==> config.mk <==
export PLATFORM = sky130hd
export DESIGN_NAME = ialu_div
export DESIGN_NICKNAME = d
export VERILOG_FILES = /design/src/design/ialu_pkg.sv /design/src/design/ialu_div.sv
export SDC_FILE = /design/constraint.sdc
export NUM_CORES = 1
export LEC_CHECK = 0
export CAP_MARGIN = 40
export CORE_MARGIN = 2
export CORE_UTILIZATION = 60
export CTS_CLUSTER_SIZE = 25
export DETAILED_ROUTE_END_ITERATION = 8
export DONT_BUFFER_PORTS = 1
export PLACE_DENSITY = 0.87
export REMOVE_ABC_BUFFERS = 1
export SLEW_MARGIN = 20
export SYNTH_ARGS = -nofsm -noshare
export SYNTH_HDL_FRONTEND = slang
export SYNTH_SLANG_ARGS = --single-unit
==> constraint.sdc <==
create_clock -name clk -period 5.1 [get_ports clk]
set_input_delay 0.765 -clock clk [delete_from_list [all_inputs] [get_ports clk]]
set_output_delay 0.765 -clock clk [all_outputs]
set_load 0.03 [all_outputs]
==> src/design/ialu_pkg.sv <==
package ialu_pkg;

  localparam int unsigned CMD_W = 3;

  typedef enum logic [CMD_W-1:0] {
    CMD_NOP   = 3'd0,
    CMD_ADD   = 3'd1,
    CMD_SUB   = 3'd2,
    CMD_MUL   = 3'd3,
    CMD_DIV   = 3'd4,
    CMD_PRIME = 3'd5,
    CMD_ODD   = 3'd6,
    CMD_NEG   = 3'd7
  } cmd_t;

  typedef struct packed {
    logic start;
  } eng_ctl_t;

  typedef struct packed {
    logic busy;
    logic done;
  } eng_sts_t;

endpackage

==> src/design/ialu_div.sv <==
module ialu_div #(
  parameter int unsigned W = 32
) (
  input  logic               clk,
  input  logic               rst_n,
  input  ialu_pkg::eng_ctl_t ctl,
  input  logic [W-1:0]       dividend,
  input  logic [W-1:0]       divisor,
  output ialu_pkg::eng_sts_t sts,
  output logic [W-1:0]       quotient,
  output logic [W-1:0]       remainder
);

  localparam int unsigned CW = $clog2(W + 1);

  logic          busy_r;
  logic          done_r;
  logic [CW-1:0] cnt_r;
  logic [W-1:0]  rem_r;
  logic [W-1:0]  quo_r;
  logic [W-1:0]  dsr_r;
  logic [W:0]    shifted;
  logic [W:0]    diff;
  logic          ge;

  // restoring division, one quotient bit per cycle
  assign shifted = {rem_r, quo_r[W-1]};
  assign ge      = shifted >= {1'b0, dsr_r};
  assign diff    = shifted - {1'b0, dsr_r};

  always_ff @(posedge clk) begin
    if (!rst_n) begin
      busy_r <= 1'b0;
      done_r <= 1'b0;
      cnt_r  <= '0;
    end else begin
      done_r <= 1'b0;
      if (ctl.start) begin
        busy_r <= 1'b1;
        cnt_r  <= CW'(W);
        rem_r  <= '0;
        quo_r  <= dividend;
        dsr_r  <= divisor;
      end else if (busy_r) begin
        rem_r <= ge ? diff[W-1:0] : shifted[W-1:0];
        quo_r <= {quo_r[W-2:0], ge};
        cnt_r <= cnt_r - CW'(1);
        if (cnt_r == CW'(1)) begin
          busy_r <= 1'b0;
          done_r <= 1'b1;
        end
      end
    end
  end

  assign sts.busy  = busy_r;
  assign sts.done  = done_r;
  assign quotient  = quo_r;
  assign remainder = rem_r;

endmodule

* After elaboration in Yosys (flattened, before gate mapping)
Cells that the tools add are included.
** Word-level totals
- Register bits :: 104
- Logic and storage cells :: 28
- Output and inout port bits :: 66
- Bits of input ports :: 67
** Operators by class
- Bitwise logic cells :: 2
- Mux-type cells :: 10
- Equality and inequality tests :: 1
- $add $sub $neg :: 2
- Order comparisons :: 1
- Reduce and logical (&&, ||, !) cells :: 5
** Operators with widths (count)
- 32-bit two-way mux :: 4
- 33-bit by 32-bit greater-or-equal comparator with 1-bit output :: 1
- 32-bit subtractor :: 1
- 6-bit two-way mux :: 2
- 6-bit by 1-bit equality test with 1-bit output (second input constant) :: 1
- 6-bit by 1-bit subtractor with 6-bit output (second input constant) :: 1
- 1-bit two-way mux :: 4
- 2-bit AND reduction :: 2
- 3-bit OR reduction :: 1
- 1-bit inverter :: 2
- 2-bit nonzero test :: 1
- 2-bit OR reduction :: 1

* Depth between registers and ports, before layout
- Word-level depth :: 4
- Mapped depth :: 13
- Mapped depth without buffers :: 12

* Least setup slack after synthesis
Ideal clock, no wire load.
- Path type :: flip-flop to flip-flop
- Start :: reg quo_r[31] (netlist: quotient[31])
- End :: reg rem_r[30] (netlist: remainder[30]) (data pin)
- Setup time :: 0.147 ns
- Stages on the path, launching flop included :: 13
- Required time :: 4.953 ns
- Data arrival time :: 3.067 ns
- Slack :: 1.886 ns
- Period minus slack after synthesis :: 3.214 ns
- Buffers on the path :: 0
- Cell sequence :: edfxtp_1 > inv_1 > ha_1 > fa_1 > nand2b_1 > a21o_1 > a32oi_2 > a31oi_1 > o31ai_2 > a21oi_2 > or4b_1 > a31o_1 > a21oi_1
** Between the ends
- Cells in the longest elaborated chain, start to end :: 3
- Elaborated cells between the ends (all ways) :: 4
- Classes of those cells :: add/sub: 1; order compare: 1; mux: 2
** Ends and longest elaborated chain
- start: declaration :: line ialu_div.sv:20 : logic [W-1:0] quo_r;
- start signal: assignment :: line ialu_div.sv:42 : quo_r <= dividend;
- start signal: assignment :: line ialu_div.sv:46 : quo_r <= {quo_r[W-2:0], ge};
- 32-bit subtractor / 33-bit by 32-bit greater-or-equal comparator with 1-bit output (equally long branches) :: line ialu_div.sv:29, ialu_div.sv:28
- 32-bit two-way mux * :: line ialu_div.sv:45 : rem_r <= ge ? diff[W-1:0] : shifted[W-1:0];
- 32-bit two-way mux * :: line ialu_div.sv:44 : end else if (busy_r) begin
- end signal: assignment :: line ialu_div.sv:45
- end: declaration :: line ialu_div.sv:19 : logic [W-1:0] rem_r;
Mark *: on every way between the ends. The rest lies on a longest branch, timed or not. The select of a mux whose other input is x is not followed.
A chain may end at the register's enable or synchronous reset.

* Final worst setup path
- Start :: reg rem_r[25] (netlist: remainder[25])
- End :: reg rem_r[31] (netlist: remainder[31]) (data pin)
** Between the ends
- Cells in the longest elaborated chain, start to end :: 3
- Elaborated cells between the ends (all ways) :: 4
- Classes of those cells :: add/sub: 1; order compare: 1; mux: 2
** Ends and longest elaborated chain (line)
- 32-bit subtractor / 33-bit by 32-bit greater-or-equal comparator with 1-bit output (equally long branches) :: ialu_div.sv:29, ialu_div.sv:28
- 32-bit two-way mux * :: ialu_div.sv:45
- 32-bit two-way mux * :: ialu_div.sv:44
Marked as above.

==> results.ini <==
[outcome]
status=completed

[sta]
clock_skew_ps=19.4
setup_viol=0
rsz0062_at_grt=false
hold_ws_ps=469
finalMaxSlewViolations=0
tns_ps=0
fmax_mhz=260
tightest_slew_ps=775
post-route-min-period_ps=3850
hold_viol_final=0
relSlewSlack_pct=48.2
finalCritPeriodShare_pct=75.5

[yosys]
syn_area_um2=5970
synthTopCellsByArea=edfxtp_1, ha_1, mux2_2, a21oi_1, nand2_1
syn_area_per_cell_um2=10.9
netlist.area_leader.share_pct=48.3
ys_ff_latch=104
synth_edf_count=96
yosysTopAreaCell=edfxtp_1
synth-async-reset-ratio_pct=0
syn_inst=546
ys_types=58
ys.flop_type=edfxtp_1
synth-seq-area-share_pct=51.0
yosys_warnings=0

[setup_path]
cp_max_fo=11
crit_chain=ha_1, nand4_1, nor4_1, nand4_1, a21oi_1, a2111oi_2, o41a_1, buf_4, nor2_1, inv_1, o21ai_1
crit_family=compound AO/OA/AOI/OAI gates
max_stage_delay_ps=640
cp-start-kind=flop
r2r_cells=11
crit_type=flop to flop
r2r-end=remainder[31]$_SDFFCE_PP0P_
critPathBufInv=2
arrival_ps=3980
cpMaxStageDelayCell=a2111oi_2
rrSetupSlack_ps=1250
required_ps=5230
reg2reg_from=remainder[25]$_SDFFCE_PP0P_
cp_common_cell=nand4_1
end_kind=flop

[place]
place_area_um2=6070
hpwl_um=9320
routabilityCongestion=0.930
io_buffer_count=0

[power]
vdd_drop_max_uv=290
finalPower_uw=2250
p_leak_uw=0.00246
p_per_area_nw_per_um2=357

[worst_hold_path]
worstHoldStart=divisor[12]
min_path_cells=0
worstHoldEndpoint=dsr_r[12]$_DFFE_PP_
hold_path_class=primary input to flop

[layout]
regArea_um2=3040
fillers=787
postLayoutCellArea_um2=6300
multi_input_area_um2=2640
layout_commonest_cell=edfxtp_1
final_layout_size_suffix_gt1_share_pct=12.8
syn_to_final_growth_pct=5.51
most-common-layout-cells=edfxtp_1, nand2_1, a21oi_1
nets=644

[clock_network]
cts_tree=yes
postCtsResizedCells=0
post-cts-setup-buffer-count=0
clkSinkCount=104
cts_made_buffers=9
clock-root-buffer=clkbuf_8
cts_max_level=3
clock_path_buffers=2
clk_pin_slew_ps=110
postCtsHoldBufs=0
worstSkewPairLatency_ps=380

[global_route]
antenna_found_initial=1
grt_pass1_vias=4151
grt_pass1_wl_um=20600
overflow=0
grt_max_degree=72
grt_usage_pct=24.5

[floorplanning]
start_util_pct=61.4
coreArea_um2=9730
die_area_um2=10800
rows=36
die_y_um=104
die_w_um=104
ioPinCount=133

[run]
maxCapViolCount=0

[route]
vias=4063
drc=0
routed_wl_um=12900
firstDrtPassIters=5
vias_per_cell=5.97
drt_iter0_markers=200
ant_nets=0
wl_per_cell_um=18.9

flip-flops by register name, summed over array words and instances (netlist names):
signal,count
dsr_r,32
remainder,32
cnt_r,6
quotient,32
busy_r,1
done_r,1
per-layer routing:
layer  GRT usage, %  vias to the layer above  routed length, µm
li1               -                     1971                  -
met1           29.0                     1879               5120
met2           39.7                      199               6220
met3           10.9                       14               1360
met4           9.07                        0                154
met5              0                        -                  0
worst max-delay path by stage:
stage	startpoint	end	depth (start not counted)
after floorplan	remainder[11]$_SDFFCE_PP0P_	remainder[27]$_SDFFCE_PP0P_	10
after global placement	remainder[25]$_SDFFCE_PP0P_	remainder[27]$_SDFFCE_PP0P_	11
after detailed placement	remainder[25]$_SDFFCE_PP0P_	remainder[26]$_SDFFCE_PP0P_	11
after CTS	remainder[25]$_SDFFCE_PP0P_	remainder[27]$_SDFFCE_PP0P_	11
after global routing	remainder[25]$_SDFFCE_PP0P_	remainder[26]$_SDFFCE_PP0P_	11
final	remainder[25]$_SDFFCE_PP0P_	remainder[31]$_SDFFCE_PP0P_	11
cell type report:
type                            count  area share (%)
Antenna cell                        1          0.0397
Sequential cell                   104            48.3
Clock inverter                      4           0.556
Inverter                           49            2.92
Clock buffer                       12            2.62
Multi-Input combinational cell    372            41.9
Timing Repair Buffer                6            1.03
Tap cell                          133            2.64
cells in the mapped netlist (2+ instances only):
cell type and count:
nand2_1 60, ha_1 34, inv_1 49, o21ai_1 4
nor4_1 2, o21ai_0 15, nand4_1 5, o31ai_1 2
o211ai_1 2, nand3b_1 5, nor2_1 35, or2_2 2
a21oi_1 52, mux2_2 31, dfxtp_1 8, nand2b_1 8
buf_4 6, a21oi_2 2, a211oi_1 7, or3_1 3
a31oi_1 11, a21o_1 12, buf_2 4, xnor2_1 20
and2_1 2, o21a_1 5, a21boi_0 2, nor3_1 6
o21bai_1 3, nor2b_1 2, nand3_1 9, xor2_1 7
edfxtp_1 96, clkbuf_1 11
worst reg2reg max path, cell delays in order, from the launching register on:
cell       delay, ps
edfxtp_1         580
ha_1             490
nand4_1          390
nor4_1           120
nand4_1          130
a21oi_1          120
a2111oi_2        640
o41a_1           580
buf_4            290
nor2_1            60
inv_1            130
o21ai_1           80
power breakdown:
| part | switching (µW) | leakage [µW] | total, µW | internal, µW |
|---|---|---|---|---|
| clock network | 291 | 0.000104 | 515 | 223 |
| registers | 142 | 0.000984 | 1170 | 1020 |
| logic | 332 | 0.00137 | 565 | 233 |
cell families after synthesis:
kind of cell    Yosys count  share of synthesized area (%)
xor+xnor                 27                           3.96
flops                   104                           51.0
fa+ha+maj                35                           7.46
compound gates          134                           15.5
buf+inv                  70                           4.86
simple gates            144                           11.3
mux                      32                           6.01
through the flow:
step                setup WS, ps  util, %  std cells
floorplan                   1680        -        525
global placement            1310     62.4        663
detailed placement          1220     62.4        663
CTS                         1210     64.4        679
global route                1010     64.7        680
finish                      1250     64.8        681
Power figures use the tool's default switching activity.
